`config.mk`:
```
export PLATFORM = sky130hd
export DESIGN_NAME = button_sequence_reset_detector_unit_flat
export DESIGN_NICKNAME = d
export VERILOG_FILES = /design/src/hdl/bsrd_pkg.sv /design/src/hdl/bsrd_channels.sv /design/src/hdl/bsrd_cfg.sv /design/src/hdl/bsrd_core.sv /design/src/hdl/bsrd_skid.sv /design/src/hdl/button_sequence_reset_detector_unit.sv /design/src/flat_wrapper.sv
export VERILOG_INCLUDE_DIRS = /design/src /design/src/hdl
export SDC_FILE = /design/constraint.sdc
export NUM_CORES = 1
export LEC_CHECK = 0
export ABC_AREA = 0
export BUFFER_PORTS_ARGS = -buffer_cell sky130_fd_sc_hd__buf_4
export CAP_MARGIN = 20
export CORE_AREA = 2 2 107 161
export CTS_BUF_LIST = sky130_fd_sc_hd__clkbuf_4 sky130_fd_sc_hd__clkbuf_8
export DETAILED_ROUTE_END_ITERATION = 16
export DIE_AREA = 0 0 109 163
export PLACE_DENSITY = 0.76
export SYNTH_ARGS = -nofsm -noshare
export SYNTH_HDL_FRONTEND = slang
export SYNTH_SLANG_ARGS = --single-unit
```
`constraint.sdc`:
```
create_clock -name clk_i -period 6.7 [get_ports clk_i]
set_clock_uncertainty 0.2 [all_clocks]
set_input_delay 1.34 -clock clk_i [delete_from_list [all_inputs] [get_ports clk_i]]
set_output_delay 1.34 -clock clk_i [all_outputs]
set_load 0.03 [all_outputs]
```
`src/hdl/assert_macros.svh`:
```
// assertion macros shared by the rtl
`ifndef ASSERT_MACROS_SVH
`define ASSERT_MACROS_SVH
`ifndef ASSERT_OFF
// property that must hold at every clock edge out of reset
`define ASSERT_AT(name, clk, rstn, prop, msg) \
  name: assert property (@(posedge clk) disable iff (!(rstn)) (prop)) else $error(msg);
// condition in one cycle implies a condition in the next
`define ASSERT_NEXT(name, clk, rstn, pre, post, msg) \
  name: assert property (@(posedge clk) disable iff (!(rstn)) (pre) |=> (post)) \
    else $error(msg);
`else
`define ASSERT_AT(name, clk, rstn, prop, msg)
`define ASSERT_NEXT(name, clk, rstn, pre, post, msg)
`endif
`endif

```
`src/hdl/bsrd_pkg.sv`:
```
// types and constants of the button sequence reset detector
`default_nettype none
package bsrd_pkg;

  localparam int unsigned CntW   = 16;
  localparam int unsigned HalfW  = 15;
  localparam int unsigned StageW = 3;
  localparam int unsigned CfgIdxW  = 2;
  localparam int unsigned CfgDataW = 16;

  // register indexes
  localparam logic [CfgIdxW-1:0] REG_HOLD      = 2'd0;
  localparam logic [CfgIdxW-1:0] REG_TIMEOUT   = 2'd1;
  localparam logic [CfgIdxW-1:0] REG_SLOW_HALF = 2'd2;
  localparam logic [CfgIdxW-1:0] REG_FAST_HALF = 2'd3;

  // register reset values
  localparam logic [CntW-1:0]  HOLD_RST      = 16'd3000;
  localparam logic [CntW-1:0]  TIMEOUT_RST   = 16'd10000;
  localparam logic [HalfW-1:0] SLOW_HALF_RST = 15'd1000;
  localparam logic [HalfW-1:0] FAST_HALF_RST = 15'd50;

  localparam logic [CntW-1:0] CNT_MAX = {CntW{1'b1}};

  // sequence stage codes
  localparam logic [StageW-1:0] ST_IDLE  = 3'd0;
  localparam logic [StageW-1:0] ST_REL1  = 3'd1;
  localparam logic [StageW-1:0] ST_HOLD2 = 3'd2;
  localparam logic [StageW-1:0] ST_REL2  = 3'd3;
  localparam logic [StageW-1:0] ST_HOLD3 = 3'd4;

  typedef struct packed {
    logic [CntW-1:0]  hold_ms;
    logic [CntW-1:0]  timeout_ms;
    logic [HalfW-1:0] slow_half_ms;
    logic [HalfW-1:0] fast_half_ms;
  } cfg_t;

  typedef struct packed {
    logic              led_level;
    logic [StageW-1:0] stage_now;
    logic              reset_request;
  } result_t;

  typedef struct packed {
    logic [StageW-1:0] stage;
    logic              latched;
  } status_t;

endpackage
`default_nettype wire

```
`src/hdl/bsrd_channels.sv`:
```
// valid/ready channel interfaces for button input and result output
`default_nettype none
interface bsrd_in_if;
  logic valid;
  logic ready;
  logic button_level;
  modport source (output valid, output button_level, input ready);
  modport sink   (input valid, input button_level, output ready);
endinterface

interface bsrd_out_if;
  logic       valid;
  logic       ready;
  logic       led_level;
  logic [2:0] stage_now;
  logic       reset_request;
  modport source (output valid, output led_level, output stage_now,
                  output reset_request, input ready);
  modport sink   (input valid, input led_level, input stage_now,
                  input reset_request, output ready);
endinterface
`default_nettype wire

```
`src/hdl/bsrd_cfg.sv`:
```
// configuration register file
`default_nettype none
module bsrd_cfg import bsrd_pkg::*; (
  input  wire logic                clk_i,
  input  wire logic                rst_ni,
  input  wire logic                we_i,
  input  wire logic [CfgIdxW-1:0]  idx_i,
  input  wire logic [CfgDataW-1:0] data_i,
  output cfg_t                     cfg_o
);

  cfg_t cfg_q, cfg_d;

  always_comb begin
    cfg_d = cfg_q;
    if (we_i) begin
      case (idx_i)
        REG_HOLD:      cfg_d.hold_ms      = data_i;
        REG_TIMEOUT:   cfg_d.timeout_ms   = data_i;
        REG_SLOW_HALF: cfg_d.slow_half_ms = data_i[HalfW-1:0];
        REG_FAST_HALF: cfg_d.fast_half_ms = data_i[HalfW-1:0];
        default:       cfg_d = cfg_q;
      endcase
    end
  end

  always_ff @(posedge clk_i or negedge rst_ni) begin
    if (!rst_ni) begin
      cfg_q.hold_ms      <= HOLD_RST;
      cfg_q.timeout_ms   <= TIMEOUT_RST;
      cfg_q.slow_half_ms <= SLOW_HALF_RST;
      cfg_q.fast_half_ms <= FAST_HALF_RST;
    end else begin
      cfg_q <= cfg_d;
    end
  end

  assign cfg_o = cfg_q;

endmodule
`default_nettype wire

```
`src/hdl/bsrd_core.sv`:
```
// sequence state, counters and per-tick update logic
`default_nettype none
module bsrd_core import bsrd_pkg::*; (
  input  wire logic clk_i,
  input  wire logic rst_ni,
  input  wire cfg_t cfg_i,
  input  wire logic accept_i,
  input  wire logic button_i,
  output result_t   result_o,
  output status_t   status_o
);

  logic [StageW-1:0] stage_q, stage_d;
  logic              btn_q, btn_d;
  logic [CntW-1:0]   tog_q, tog_d;
  logic [CntW-1:0]   ssc_q, ssc_d;
  logic [CntW-1:0]   slow_q, slow_d;
  logic [CntW-1:0]   fast_q, fast_d;
  logic              latched_q, latched_d;

  logic              held, dwell, recent, led;
  logic [CntW:0]     slow_nx, fast_nx;

  always_comb begin
    stage_d   = stage_q;
    btn_d     = btn_q;
    tog_d     = tog_q;
    ssc_d     = ssc_q;
    slow_d    = slow_q;
    fast_d    = fast_q;
    latched_d = latched_q;
    led       = 1'b0;
    held      = 1'b0;
    dwell     = 1'b0;
    recent    = 1'b0;
    slow_nx   = {1'b0, slow_q} + 17'd1;
    fast_nx   = {1'b0, fast_q} + 17'd1;

    if (!latched_q) begin
      if (button_i != btn_q) begin
        btn_d = button_i;
        tog_d = '0;
      end else begin
        tog_d = (tog_q == CNT_MAX) ? CNT_MAX : tog_q + 16'd1;
      end
      ssc_d = (ssc_q == CNT_MAX) ? CNT_MAX : ssc_q + 16'd1;

      held   = !btn_d && (tog_d >= cfg_i.hold_ms);
      dwell  = ssc_d >= cfg_i.hold_ms;
      recent = tog_d < cfg_i.hold_ms;

      case (stage_q)
        ST_REL1, ST_REL2: begin
          led = fast_q >= {1'b0, cfg_i.fast_half_ms};
          if (dwell && recent) begin
            stage_d = stage_q + 3'd1;
            ssc_d   = '0;
          end
        end
        ST_HOLD2: begin
          led = 1'b1;
          if (held) begin
            stage_d = ST_REL2;
            ssc_d   = '0;
          end
        end
        ST_HOLD3: begin
          led = 1'b1;
          if (held) begin
            led       = 1'b0;
            stage_d   = ST_IDLE;
            ssc_d     = '0;
            latched_d = 1'b1;
          end
        end
        default: begin
          // idle, and any code that cannot arise
          led     = slow_q >= {1'b0, cfg_i.slow_half_ms};
          stage_d = held ? ST_REL1 : ST_IDLE;
          if (held) ssc_d = '0;
        end
      endcase

      if (ssc_d >= cfg_i.timeout_ms) begin
        ssc_d   = '0;
        stage_d = ST_IDLE;
      end

      slow_d = (slow_nx >= {1'b0, cfg_i.slow_half_ms, 1'b0}) ? '0 : slow_nx[CntW-1:0];
      fast_d = (fast_nx >= {1'b0, cfg_i.fast_half_ms, 1'b0}) ? '0 : fast_nx[CntW-1:0];
    end
  end

  always_ff @(posedge clk_i or negedge rst_ni) begin
    if (!rst_ni) begin
      stage_q   <= ST_IDLE;
      btn_q     <= 1'b0;
      tog_q     <= '0;
      ssc_q     <= '0;
      slow_q    <= '0;
      fast_q    <= '0;
      latched_q <= 1'b0;
    end else if (accept_i) begin
      stage_q   <= stage_d;
      btn_q     <= btn_d;
      tog_q     <= tog_d;
      ssc_q     <= ssc_d;
      slow_q    <= slow_d;
      fast_q    <= fast_d;
      latched_q <= latched_d;
    end
  end

  assign result_o.led_level     = led;
  assign result_o.stage_now     = stage_d;
  assign result_o.reset_request = latched_d;

  assign status_o.stage   = stage_q;
  assign status_o.latched = latched_q;

endmodule
`default_nettype wire

```
`src/hdl/bsrd_skid.sv`:
```
// two-entry result register with skid slot
`default_nettype none
module bsrd_skid import bsrd_pkg::*; (
  input  wire logic    clk_i,
  input  wire logic    rst_ni,
  input  wire logic    in_valid_i,
  output logic         in_ready_o,
  input  wire result_t in_data_i,
  output logic         out_valid_o,
  input  wire logic    out_ready_i,
  output result_t      out_data_o
);

  logic    main_vld_q, main_vld_d;
  logic    skid_vld_q, skid_vld_d;
  result_t main_q, main_d;
  result_t skid_q, skid_d;
  logic    push, pop;

  assign in_ready_o = !skid_vld_q;
  assign push       = in_valid_i && in_ready_o;
  assign pop        = main_vld_q && out_ready_i;

  always_comb begin
    main_vld_d = main_vld_q;
    skid_vld_d = skid_vld_q;
    main_d     = main_q;
    skid_d     = skid_q;
    if (pop) begin
      main_vld_d = skid_vld_q;
      main_d     = skid_q;
      skid_vld_d = 1'b0;
    end
    if (push) begin
      if (!main_vld_d) begin
        main_vld_d = 1'b1;
        main_d     = in_data_i;
      end else begin
        skid_vld_d = 1'b1;
        skid_d     = in_data_i;
      end
    end
  end

  always_ff @(posedge clk_i or negedge rst_ni) begin
    if (!rst_ni) begin
      main_vld_q <= 1'b0;
      skid_vld_q <= 1'b0;
    end else begin
      main_vld_q <= main_vld_d;
      skid_vld_q <= skid_vld_d;
    end
  end

  always_ff @(posedge clk_i) begin
    main_q <= main_d;
    skid_q <= skid_d;
  end

  assign out_valid_o = main_vld_q;
  assign out_data_o  = main_q;

endmodule
`default_nettype wire

```
`src/hdl/button_sequence_reset_detector_unit.sv`:
```
// top level of the button sequence reset detector
//
// one input transaction per millisecond tick carries the active-low button
// level; each accepted transaction yields exactly one result transaction with
// the led drive, the stage after the tick and the latched reset request.
// the state update is done in the cycle of acceptance and the result lands in
// an output register, and a new input can be taken every cycle while the
// skid slot is free. the per-tick update is set by the saturating counter
// and compare logic in front of the state registers.
// a two-entry result buffer parts the sides: when the receiver stalls, one
// more input is still taken into the skid slot, then input ready drops until
// the receiver takes a result.
// configuration writes (hold, timeout, slow and fast blink half periods) go
// through the plain write port and are meant for an idle block.
// reset clears the sequence state, counters, blink phases and request, and
// loads the registers with their defaults (3000, 10000, 1000, 50 ms).
// after the full sequence the request latches and the block freezes,
// answering led off, stage 0, request set on every further tick.
`default_nettype none
`include "assert_macros.svh"
module button_sequence_reset_detector_unit import bsrd_pkg::*; (
  input  wire logic                clk_i,
  input  wire logic                rst_ni,
  input  wire logic                cfg_we_i,
  input  wire logic [CfgIdxW-1:0]  cfg_idx_i,
  input  wire logic [CfgDataW-1:0] cfg_data_i,
  bsrd_in_if.sink                  in_i,
  bsrd_out_if.source               out_o
);

  cfg_t    cfg;
  result_t core_res;
  result_t out_res;
  status_t status;
  logic    in_ready;
  logic    in_accept;

  // register file
  bsrd_cfg u_cfg (
    .clk_i  (clk_i),
    .rst_ni (rst_ni),
    .we_i   (cfg_we_i),
    .idx_i  (cfg_idx_i),
    .data_i (cfg_data_i),
    .cfg_o  (cfg)
  );

  assign in_i.ready = in_ready;
  assign in_accept  = in_i.valid && in_ready;

  // state update happens in the cycle the input transaction is accepted
  bsrd_core u_core (
    .clk_i    (clk_i),
    .rst_ni   (rst_ni),
    .cfg_i    (cfg),
    .accept_i (in_accept),
    .button_i (in_i.button_level),
    .result_o (core_res),
    .status_o (status)
  );

  // result register with skid slot towards the receiver
  bsrd_skid u_skid (
    .clk_i       (clk_i),
    .rst_ni      (rst_ni),
    .in_valid_i  (in_accept),
    .in_ready_o  (in_ready),
    .in_data_i   (core_res),
    .out_valid_o (out_o.valid),
    .out_ready_i (out_o.ready),
    .out_data_o  (out_res)
  );

  assign out_o.led_level     = out_res.led_level;
  assign out_o.stage_now     = out_res.stage_now;
  assign out_o.reset_request = out_res.reset_request;

  // the request never clears once latched
  `ASSERT_NEXT(a_latch_sticky, clk_i, rst_ni, status.latched, status.latched,
               "reset request dropped after latching")
  // the stage stays within the five legal codes
  `ASSERT_AT(a_stage_legal, clk_i, rst_ni, status.stage <= ST_HOLD3,
             "stage code out of range")
  // a latched request always reports led off and stage zero
  `ASSERT_AT(a_req_result, clk_i, rst_ni,
             !(out_o.valid && out_o.reset_request) ||
             (!out_o.led_level && out_o.stage_now == ST_IDLE),
             "request result with led lit or stage not idle")
  // input back-pressure only while a result is waiting
  `ASSERT_AT(a_ready_full, clk_i, rst_ni, in_ready || out_o.valid,
             "input stalled with no pending result")

endmodule
`default_nettype wire

```
`src/flat_wrapper.sv`:
```
// flat-port wrapper written by rule: the top's interface ports become plain ports
module button_sequence_reset_detector_unit_flat import bsrd_pkg::*;
  (clk_i, rst_ni, cfg_we_i, cfg_idx_i, cfg_data_i, in_i_valid, in_i_button_level, in_i_ready, out_o_valid, out_o_led_level, out_o_stage_now, out_o_reset_request, out_o_ready);
  bsrd_in_if in_i_i ();
  bsrd_out_if out_o_i ();
  input  wire logic clk_i;
  input  wire logic rst_ni;
  input  wire logic cfg_we_i;
  input  wire logic [CfgIdxW-1:0] cfg_idx_i;
  input  wire logic [CfgDataW-1:0] cfg_data_i;
  input wire logic [$bits(in_i_i.valid)-1:0] in_i_valid;
  input wire logic [$bits(in_i_i.button_level)-1:0] in_i_button_level;
  output wire logic [$bits(in_i_i.ready)-1:0] in_i_ready;
  output wire logic [$bits(out_o_i.valid)-1:0] out_o_valid;
  output wire logic [$bits(out_o_i.led_level)-1:0] out_o_led_level;
  output wire logic [$bits(out_o_i.stage_now)-1:0] out_o_stage_now;
  output wire logic [$bits(out_o_i.reset_request)-1:0] out_o_reset_request;
  input wire logic [$bits(out_o_i.ready)-1:0] out_o_ready;
  assign in_i_i.valid = in_i_valid;
  assign in_i_i.button_level = in_i_button_level;
  assign in_i_ready = in_i_i.ready;
  assign out_o_valid = out_o_i.valid;
  assign out_o_led_level = out_o_i.led_level;
  assign out_o_stage_now = out_o_i.stage_now;
  assign out_o_reset_request = out_o_i.reset_request;
  assign out_o_i.ready = out_o_ready;
  button_sequence_reset_detector_unit u_core (.clk_i(clk_i), .rst_ni(rst_ni), .cfg_we_i(cfg_we_i), .cfg_idx_i(cfg_idx_i), .cfg_data_i(cfg_data_i), .in_i(in_i_i), .out_o(out_o_i));
endmodule
```
==> results of run 1 <==
[state kept, by name (all words and copies together) (netlist names)]
signal,cells
u_core.u_skid.out_data_o,5
u_core.u_core.tog_q,16
u_core.u_core.latched_q,1
u_core.u_core.ssc_q,16
u_core.u_skid.out_valid_o,1
u_core.u_core.slow_q,16
u_core.u_core.btn_q,1
u_core.u_core.stage_q,3
u_core.u_skid.skid_q,5
u_core.u_cfg.cfg_o,62
u_core.u_skid.skid_vld_q,1
u_core.u_core.fast_q,16
[cells by family after synthesis]
family / share of synthesized area
xor gates and xnor gates: 0.0408
and+or+nand+nor: 0.151
AOI/OAI and AO/OA: 0.162
DFF: 0.373
adders and majority gates: 0.154
muxes: 0.0719
buffers and inverters: 0.0469
[power by group]
part           total (W)  internal [W]  switching (W)  leakage, nW
logic            0.00100      0.000420       0.000584         3.39
clock network   0.000771      0.000416       0.000355        0.221
registers        0.00116       0.00103       0.000134         1.77
[worst min path at each step]
stage | to | depth (start not counted) | start | slack, ns
floorplan | u_core.u_skid.out_data_o[3] | 2 | u_core.u_skid.skid_q[3] | 0.24
CTS | u_core.u_skid.out_data_o[3] | 2 | u_core.u_skid.skid_q[3] | 0.28
global route | u_core.u_skid.out_data_o[2] | 2 | u_core.u_skid.skid_q[2] | 0.31
finish | u_core.u_skid.out_data_o[3] | 2 | u_core.u_skid.skid_q[3] | 0.28
detailed placement | u_core.u_skid.out_data_o[3] | 2 | u_core.u_skid.skid_q[3] | 0.26
global placement | u_core.u_skid.out_data_o[2] | 2 | u_core.u_skid.skid_q[2] | 0.25
[metrics by stage]
| stage | util | cells | instance area [µm²] | hold slack, ns |
|---|---|---|---|---|
| finish | 0.642 | 1274 | 10600 | 0.277 |
| global route | 0.642 | 1274 | 10600 | 0.309 |
| CTS | 0.641 | 1271 | 10600 | 0.275 |
| detailed placement | 0.614 | 1239 | 10100 | 0.263 |
| floorplan | - | 1018 | 9660 | 0.243 |
| global placement | 0.614 | 1239 | 10100 | 0.249 |
[tightest hold or removal path: cells and delay by family (launching register included)]
| family | cells | cell delay (ns) |
|---|---|---|
| DFF | 1 | 0.33 |
| AOI/OAI and AO/OA | 1 | 0.07 |
| and+or+nand+nor | 1 | 0.06 |
[cell usage in the layout, fill, tap and decap left out, types with 20 or more instances in the layout]
master	instances
inv_1	87
ha_1	119
mux2_2	59
and3_1	24
buf_4	42
nor2_1	58
o21ai_0	52
dfrtp_1	112
nand3_1	33
nand2_1	99
dfstp_2	21
xnor2_1	27
a21oi_1	47
a21o_1	33
a22o_1	20
[metal layers]
metal / part of all wire / track usage / routed length, µm / vias up
li1: - / - / - / 3708
met1: 0.39 / 0.314 / 8940 / 3737
met2: 0.54 / 0.484 / 12300 / 155
met3: 0.036 / 0.0504 / 825 / 59
met4: 0.033 / 0.125 / 762 / 0
met5: 0 / 0 / 0 / -
[final cells by class]
class / count / area (µm²)
Clock buffer: 19 / 249
Clock inverter: 13 / 190
Fill cell: 1350 / 5890
Inverter: 89 / 334
Multi-Input combinational cell: 757 / 5610
Sequential cell: 143 / 3600
Tap cell: 210 / 263
Timing Repair Buffer: 43 / 327
[what timing repair did]
item                       CTS  global route
setup endpoints to repair    0            22
setup buffers                0             3
gates resized for setup      0             1
hold buffers                 0             0
==> reports/metrics.csv, run 1 <==
stage;metric;value;unit
die;Die X;109;µm
drt;drt pass-1 iters;5;
drt;drt first-iter violations;412;
critical_path;Buf/Inv on CP;1;
timing;crit share post-route;0.931;
grt;initial antenna violation count;0;
critical_path;kind of critical path;flip-flop to flip-flop;
synthesis;Avg Cell Area, Syn;9.49;µm²
synthesis;sequential cell area fraction in the yosys report;0.373;
die;row count;58;
synthesis;EDFF count, synth;5;
die;Initial Utilization;0.586;
timing;Final Setup Violations;0;
placement;hpwl dp;17200;µm
grt;vias in the first global route;7592;
cts;clk sinks;143;
critical_path;Top delay family on crit path;simple AND/OR/NAND/NOR gates;
timing;Final Slew Violations;0;
critical_path;worst endpoint required time;6.89;ns
critical_path;Reg2Reg Depth;24;
drt;DR vias;7659;
critical_path;CP max stage cell;a2111oi_1;
layout;nets;1194;
timing;slew margin rel.;0.421;
synthesis;main flop type after synthesis;dfrtp_1;
synthesis;synthesized cell area;9660;µm²
cts;CTS tree;done;
worst_hold_path;Worst Hold Class;flip-flop to flip-flop;
die;die area;17800;µm²
drt;DRC viols;0;
grt;total global-route track usage;0.273;
synthesis;top cell types by occurrence after synthesis;ha_1 (119), dfrtp_1 (112), nand2_1 (100), inv_1 (87);
critical_path;Worst Setup Start Kind;flip-flop;
synthesis;ys async rst share;0.930;
layout;P&R area growth vs syn;9.53;%
power_and_ir_drop;Pleak;5.38;nW
critical_path;endpoint arrival time on the critical path;6.43;ns
critical_path;FF-to-FF Start;u_core.u_core.ssc_q[2];
timing;RSZ-0062 raised after global routing;false;
outcome;status;finished, final reports clean;
drt;final WL;22800;µm
synthesis;Gate Count Post-Synth;1018;
cts;Clk Tree Root Cell;clkbuf_8;
critical_path;Crit path depth;24;
synthesis;Synth area leaders;dfrtp_1 (29%), ha_1 (15%), mux2_2 (6.9%), dfstp_2 (5.7%), nand2_1 (3.9%);
critical_path;CP Capture Type;flip-flop;
critical_path;crit path capture;u_core.u_core.ssc_q[13];
synthesis;synth unique cells;66;
layout;Ant. Diodes;0;
die;Core Box Area;16500;µm²
synthesis;Ys Warns;0;
drt;WL/cell;17.9;µm
die;I/O pins;31;
timing;Slew @ Worst Pin;0.866;ns
critical_path;Worst path most repeated cell;and3_1;
placement;PortBufs;30;
power_and_ir_drop;Max VDD drop;0.209;mV
timing;Setup TNS;0;ns
drt;Via density;6.01;
critical_path;CP max stage delay;0.56;ns
synthesis;Yosys top cell area share;0.290;
critical_path;worst-path cell chain;and3_1 > and3_1 > and2_1 > nor2b_1 > nor2b_1 > and3_1 > o211ai_1 > o21ai_0 > inv_1 > ha_1 > a2111oi_1 > o22ai_1 > nand2_2 > o21ai_2 > or2_2 > ha_1 > nand2b_1 > a211oi_1 > o21bai_1 > a211oi_1 > o211ai_1 > or2_1 > a31o_1 > a21oi_1;
synthesis;most frequent cell after synthesis;ha_1;
flow_run;Max Cap Viol;0;
placement;post-place setup slack;0.276;ns
synthesis;syn nets;1161;
power_and_ir_drop;Power Total;0.00294;W
layout;share of cells above drive strength 1;0.164;
cts;latest clock arrival within the worst-skew pair;0.47;ns
placement;Placer Congestion;0.888;
synthesis;Synth area leader;dfrtp_1;
cts;H-tree Lvls;4;
die;Die Height;163;µm
critical_path;Worst Setup SP;u_core.u_core.ssc_q[2];
power_and_ir_drop;Pwr per Cell Area;278;nW/µm²
grt;first-pass GRT wire length;37500;µm
critical_path;worst reg-to-reg setup slack;0.46;ns
critical_path;R2R Path End;u_core.u_core.ssc_q[13];
timing;crit path time final;6.24;ns
drt;DRT antenna net count;0;
cts;Max clock buf depth;2;
critical_path;CP max FO;16;
timing;fmax;160;MHz
timing;final worst slack;0.459;ns
grt;largest net degree at the start of global routing;78;
timing;final hold vios;0;
cts;clock transition at the registers of the reported paths;0.08;ns
cts;CTS Buf Count;17;
synthesis;synthesis-stage register bit count;143;
grt;grt total ovfl;0;
Note: power is estimated with default switching activity, not from simulation.
==> run 2: changes to the inputs <==
- MAX_ROUTING_LAYER: default -> met4
==> run 2 against run 1 <==
Count of clock-buffer cells in the layout did not move. Final area did not move. Routed wire length fell by 0.21%. Via count barely moved. Largest cell class unchanged.
==> reports/metrics.csv, run 2 (same netlist as run 1, synthesis figures left out) <==
stage;metric;value;unit;change
outcome;status;finished, final reports clean;;unchanged
cts;latest clock arrival within the worst-skew pair;0.48;ns;was 0.47 ns
grt;largest net degree at the start of global routing;78;;unchanged
cts;Max clock buf depth;2;;unchanged
timing;final hold vios;0;;unchanged
layout;nets;1194;;unchanged
critical_path;CP max stage delay;0.55;ns;was 0.56 ns
drt;final WL;22800;µm;about the same
cts;CTS Buf Count;17;;unchanged
grt;first-pass GRT wire length;37500;µm;about the same
timing;Slew @ Worst Pin;0.880;ns;was 0.866 ns
die;die area;17800;µm²;unchanged
critical_path;Crit path depth;24;;unchanged
timing;RSZ-0062 raised after global routing;false;;unchanged
layout;Fill cells;1350;;unchanged
die;Die X;109;µm;unchanged
layout;sequential cell area;3600;µm²;unchanged
placement;hpwl dp;17200;µm;unchanged
die;I/O pins;31;;unchanged
grt;total global-route track usage;0.281;;was 0.273
placement;PortBufs;30;;unchanged
power_and_ir_drop;Max VDD drop;0.211;mV;was 0.209 mV
placement;placed insts;1239;;unchanged
critical_path;Reg2Reg Depth;24;;unchanged
timing;crit path time final;6.19;ns;was 6.24 ns
layout;Ant. Diodes;0;;unchanged
critical_path;CP Capture Type;flip-flop;;unchanged
placement;Placer Congestion;0.903;;was 0.888
die;row count;58;;unchanged
critical_path;endpoint arrival time on the critical path;6.38;ns;was 6.43 ns
drt;WL/cell;17.9;µm;about the same
layout;area taken by multi-input logic gates;5610;µm²;unchanged
critical_path;CP max FO;16;;unchanged
drt;drt pass-1 iters;5;;unchanged
layout;Non-Filler Instances;1274;;unchanged
timing;slew margin rel.;0.411;;was 0.421
drt;DRC viols;0;;unchanged
cts;H-tree Lvls;4;;unchanged
timing;Setup TNS;0;ns;unchanged
critical_path;CP max stage cell;a2111oi_1;;unchanged
timing;Final Slew Violations;0;;unchanged
critical_path;Worst Setup Start Kind;flip-flop;;unchanged
die;Die Height;163;µm;unchanged
drt;DRT antenna net count;0;;unchanged
layout;commonest cells after routing, fill and taps aside;ha_1 (119), dfrtp_1 (112), nand2_1 (99);;unchanged
grt;initial antenna violation count;0;;unchanged
timing;fmax;162;MHz;was 160 MHz
timing;crit share post-route;0.923;;was 0.931
grt;grt total ovfl;0;;unchanged
cts;Clk Tree Root Cell;clkbuf_8;;unchanged
drt;DR vias;7666;;was 7659
critical_path;Top delay family on crit path;simple AND/OR/NAND/NOR gates;;unchanged
critical_path;worst endpoint required time;6.89;ns;about the same
cts;clk sinks;143;;unchanged
drt;drt first-iter violations;424;;was 412
layout;P&R area growth vs syn;9.53;%;unchanged
critical_path;Buf/Inv on CP;1;;unchanged
die;Initial Utilization;0.586;;unchanged
worst_hold_path;hold depth;2;;unchanged
flow_run;Max Cap Viol;0;;unchanged
timing;Final Setup Violations;0;;unchanged
critical_path;Worst path most repeated cell;and3_1;;unchanged
die;Core Box Area;16500;µm²;unchanged
placement;Placed Area;10100;µm²;unchanged
grt;vias in the first global route;7598;;was 7592
cts;CTS tree;done;;unchanged
critical_path;worst-path cell chain;and3_1 > and3_1 > and2_1 > nor2b_1 > nor2b_1 > and3_1 > o211ai_1 > o21ai_0 > inv_1 > ha_1 > a2111oi_1 > o22ai_1 > nand2_2 > o21ai_2 > or2_2 > ha_1 > nand2b_1 > a211oi_1 > o21bai_1 > a211oi_1 > o211ai_1 > or2_1 > a31o_1 > a21oi_1;;unchanged
critical_path;kind of critical path;flip-flop to flip-flop;;unchanged
power_and_ir_drop;Pleak;5.38;nW;unchanged
layout;post-route cell area;10600;µm²;unchanged
layout;commonest non-fill, non-tap cell in the layout;ha_1;;unchanged
layout;share of cells above drive strength 1;0.164;;unchanged
drt;Via density;6.02;;was 6.01
cts;clock transition at the registers of the reported paths;0.08;ns;about the same
layout;max reg flops;62;;unchanged
worst_hold_path;Worst Hold Class;flip-flop to flip-flop;;unchanged
power_and_ir_drop;Pwr per Cell Area;278;nW/µm²;about the same
run 2: cell counts in the layout (fill, tap and decap cells not counted):
No cell type changed its count.
run 2: worst min-delay path, delay by kind of cell (launching register included):
family             cells  cell delay [ns]
DFF                    1             0.33
AOI/OAI and AO/OA      1             0.07
and+or+nand+nor        1             0.06
run 2: per-stage QoR:
stage                util  total power [W]  hold slack (ns)  setup WS (ns)
floorplan               -          0.00187            0.243          0.706
global placement    0.614          0.00214            0.249          0.316
detailed placement  0.614          0.00217            0.263          0.276
CTS                 0.641          0.00294            0.275          0.270
global route        0.642          0.00314            0.309          0.138
finish              0.642          0.00294            0.277          0.515
run 2: final timing paths:
check,start,end,slack (ns)
max,u_core.u_core.ssc_q[2],u_core.u_core.ssc_q[13],0.51
max in group asynchronous,rst_ni,u_core.u_core.fast_q[3],4.40
min reg2reg,u_core.u_skid.skid_q[3],u_core.u_skid.out_data_o[3],0.28
min,u_core.u_skid.skid_q[3],u_core.u_skid.out_data_o[3],0.28
min in group asynchronous,rst_ni,u_core.u_core.tog_q[3],0.71
max reg2reg,u_core.u_core.ssc_q[2],u_core.u_core.ssc_q[13],0.51
run 2: layout make-up:
type | instances | area share
Clock buffer | 19 | 0.0235
Clock inverter | 13 | 0.0180
Inverter | 89 | 0.0316
Multi-Input combinational cell | 757 | 0.530
Sequential cell | 143 | 0.341
Tap cell | 210 | 0.0248
Timing Repair Buffer | 43 | 0.0309
run 2: routing by layer:
layer | up-vias | global-route usage | part of all wire
li1 | 3714 | - | -
met1 | 3734 | 0.312 | 0.39
met2 | 150 | 0.485 | 0.54
met3 | 68 | 0.0552 | 0.035
met4 | 0 | 0.120 | 0.036
met5 | - | - | 0
run 2: power breakdown:
part | leakage, nW | total, W | internal (W) | switching (W)
Combinational | 3.39 | 0.00100 | 0.000420 | 0.000582
Sequential | 1.77 | 0.00116 | 0.00103 | 0.000135
Clock | 0.221 | 0.000771 | 0.000416 | 0.000355
Total | 5.38 | 0.00294 | 0.00186 | 0.00107
run 2: what timing repair did:
action                     4_1_cts  5_1_grt
setup endpoints to repair        0       22
gates resized for setup          0        1
hold buffers                     0        0
buffers inserted                 0        3
==> run 3: changes to the inputs <==
- CELL_PAD_IN_SITES_DETAIL_PLACEMENT: default -> 0
- CELL_PAD_IN_SITES_GLOBAL_PLACEMENT: default -> 1
- CORE_AREA: 2 2 107 161 -> 2 2 116 174
- DIE_AREA: 0 0 109 163 -> 0 0 118 176
- PLACE_DENSITY: 0.76 -> default
- PLACE_DENSITY_LB_ADDON: default -> 0.2
==> run 3 against run 2 <==
Fmax rose by 2.1%. Critical path depth rose by 1. Critical path type unchanged. Non-clock buffer count fell by 2.
==> reports/metrics.csv, run 3 (same netlist as run 1, synthesis figures left out) <==
stage;metric;value;unit;change
outcome;status;finished, final reports clean;;unchanged
critical_path;R2R Path End;u_core.u_skid.out_data_o[3];;was u_core.u_core.ssc_q[13]
critical_path;Worst Setup Start Kind;flip-flop;;unchanged
die;row count;62;;was 58
drt;DRT antenna net count;0;;unchanged
timing;crit path time final;6.06;ns;was 6.19 ns
timing;final worst slack;0.643;ns;was 0.515 ns
layout;commonest non-fill, non-tap cell in the layout;ha_1;;unchanged
die;Die Height;176;µm;was 163 µm
critical_path;Top delay family on crit path;compound AO/OA/AOI/OAI gates;;was simple AND/OR/NAND/NOR gates
grt;vias in the first global route;7690;;was 7598
worst_hold_path;hold_sp;u_core.u_skid.skid_q[3];;unchanged
timing;final hold vios;0;;unchanged
timing;slew margin rel.;0.334;;was 0.411
layout;commonest cells after routing, fill and taps aside;ha_1 (119), dfrtp_1 (112), nand2_1 (99);;unchanged
critical_path;Worst path most repeated cell;and3_1;;unchanged
cts;Max clock buf depth;2;;unchanged
placement;Placer Congestion;0.900;;was 0.903
power_and_ir_drop;Pwr per Cell Area;265;nW/µm²;was 278 nW/µm²
critical_path;endpoint arrival time on the critical path;6.27;ns;was 6.38 ns
critical_path;kind of critical path;flip-flop to flip-flop;;unchanged
critical_path;Reg2Reg Depth;25;;was 24
cts;CTS tree;done;;unchanged
cts;CTS Buf Count;17;;unchanged
timing;Final Slew Violations;0;;unchanged
critical_path;Crit path depth;25;;was 24
flow_run;Max Cap Viol;0;;unchanged
drt;DR vias;7415;;was 7666
critical_path;FF-to-FF Start;u_core.u_core.ssc_q[2];;unchanged
grt;grt total ovfl;0;;unchanged
layout;max reg flops;62;;unchanged
layout;P&R area growth vs syn;9.11;%;was 9.53%
critical_path;worst endpoint required time;6.92;ns;was 6.89 ns
timing;RSZ-0062 raised after global routing;false;;unchanged
layout;share of cells above drive strength 1;0.162;;was 0.164
die;Die X;118;µm;was 109 µm
critical_path;Buf/Inv on CP;2;;was 1
placement;hpwl dp;17900;µm;was 17200 µm
grt;total global-route track usage;0.245;;was 0.281
layout;Ant. Diodes;0;;unchanged
layout;Fill cells;1827;;was 1350
power_and_ir_drop;Power Total;0.00279;W;was 0.00294 W
worst_hold_path;Worst Hold Class;flip-flop to flip-flop;;unchanged
cts;cts repair resizes;0;;unchanged
timing;Final Setup Violations;0;;unchanged
worst_hold_path;Hold Path Sink;u_core.u_skid.out_data_o[3];;unchanged
power_and_ir_drop;Max VDD drop;0.215;mV;was 0.211 mV
grt;first-pass GRT wire length;39000;µm;was 37500 µm
layout;post-route cell area;10500;µm²;was 10600 µm²
cts;hold_buf cts;0;;unchanged
layout;nets;1192;;was 1194
die;die area;20800;µm²;was 17800 µm²
die;Core Box Area;19200;µm²;was 16500 µm²
critical_path;worst reg-to-reg setup slack;0.64;ns;was 0.51 ns
cts;Clk Tree Root Cell;clkbuf_8;;unchanged
grt;initial antenna violation count;0;;unchanged
critical_path;CP max FO;5;;was 16
drt;DRC viols;0;;unchanged
cts;H-tree Lvls;4;;unchanged
timing;fmax;165;MHz;was 162 MHz
cts;latest clock arrival within the worst-skew pair;0.47;ns;was 0.48 ns
cts;clock transition at the registers of the reported paths;0.08;ns;about the same
critical_path;CP max stage cell;a2111oi_0;;was a2111oi_1
timing;Setup TNS;0;ns;unchanged
power_and_ir_drop;Pleak;5.32;nW;was 5.38 nW
drt;final WL;23300;µm;was 22800 µm
placement;post-place setup slack;0.365;ns;was 0.276 ns
drt;Via density;5.63;;was 6.02
drt;drt pass-1 iters;4;;was 5
timing;crit share post-route;0.904;;was 0.923
placement;Placed Area;10200;µm²;was 10100 µm²
critical_path;CP Capture Type;flip-flop;;unchanged
die;I/O pins;31;;unchanged
drt;drt first-iter violations;319;;was 424
layout;Util after Layout;0.550;;was 0.642
timing;Slew @ Worst Pin;0.999;ns;was 0.880 ns
cts;Post-CTS Setup Inserts;0;;unchanged
drt;WL/cell;17.7;µm;was 17.9 µm
die;Initial Utilization;0.504;;was 0.586
worst_hold_path;hold depth;2;;unchanged
critical_path;Worst Setup SP;u_core.u_core.ssc_q[2];;unchanged
critical_path;CP max stage delay;0.53;ns;was 0.55 ns
cts;clk sinks;143;;unchanged
grt;largest net degree at the start of global routing;102;;was 78
placement;PortBufs;30;;unchanged
## run 3: cell count changes in the layout (fill, tap and decap cells not counted), sizes merged
cell,before,now
bufinv,4,0
clkinvlp,1,5
buf,43,41
clkbuf,19,21
clkinv,8,6
## run 3: worst register-to-register path: cells and delay by family (launching register included)
family | cells | cell delay, ns
AO/OA/AOI/OAI | 11 | 2.48
adder cells (fa/ha/maj) | 2 | 0.49
buffers and inverters | 2 | 0.27
flip-flops | 1 | 0.43
AND/OR/NAND/NOR | 10 | 2.15
## run 3: layout make-up
type	count	area (µm²)	area share
repair buffers	41	312	0.0296
multi-input cells	757	5610	0.532
flip-flops and latches	143	3600	0.342
clock inverters	11	86.3	0.00819
inverters	89	334	0.0317
clock buffers	21	270	0.0256
well taps	256	320	0.0304
## run 3: report_power, final
group          switching [W]  internal (W)  leakage, nW
Combinational       0.000577      0.000417         3.38
Sequential          0.000134       0.00103         1.77
Clock               0.000359      0.000280        0.169
Total                0.00107       0.00172         5.32
## run 3: metal layers
layer / vias up / GRT usage / part of all wire
met5: - / - / 0
met4: 0 / 0.0954 / 0.029
met3: 35 / 0.0404 / 0.019
li1: 3704 / - / -
met2: 82 / 0.443 / 0.53
met1: 3594 / 0.269 / 0.42
## run 3: worst max path at each step
stage	to	slack [ns]
after floorplan	u_core.u_skid.skid_q[2]	0.71
after global placement	u_core.u_skid.out_data_o[3]	0.35
after detailed placement	u_core.u_skid.skid_q[2]	0.37
after CTS	u_core.u_skid.out_data_o[3]	0.58
after global routing	u_core.u_skid.out_data_o[3]	0.15
final	u_core.u_skid.out_data_o[3]	0.64
## run 3: per-stage QoR
stage               hold slack (ns)  instances
floorplan                     0.243       1018
global placement              0.262       1286
detailed placement            0.269       1286
CTS                           0.278       1318
global route                  0.300       1318
finish                        0.281       1318
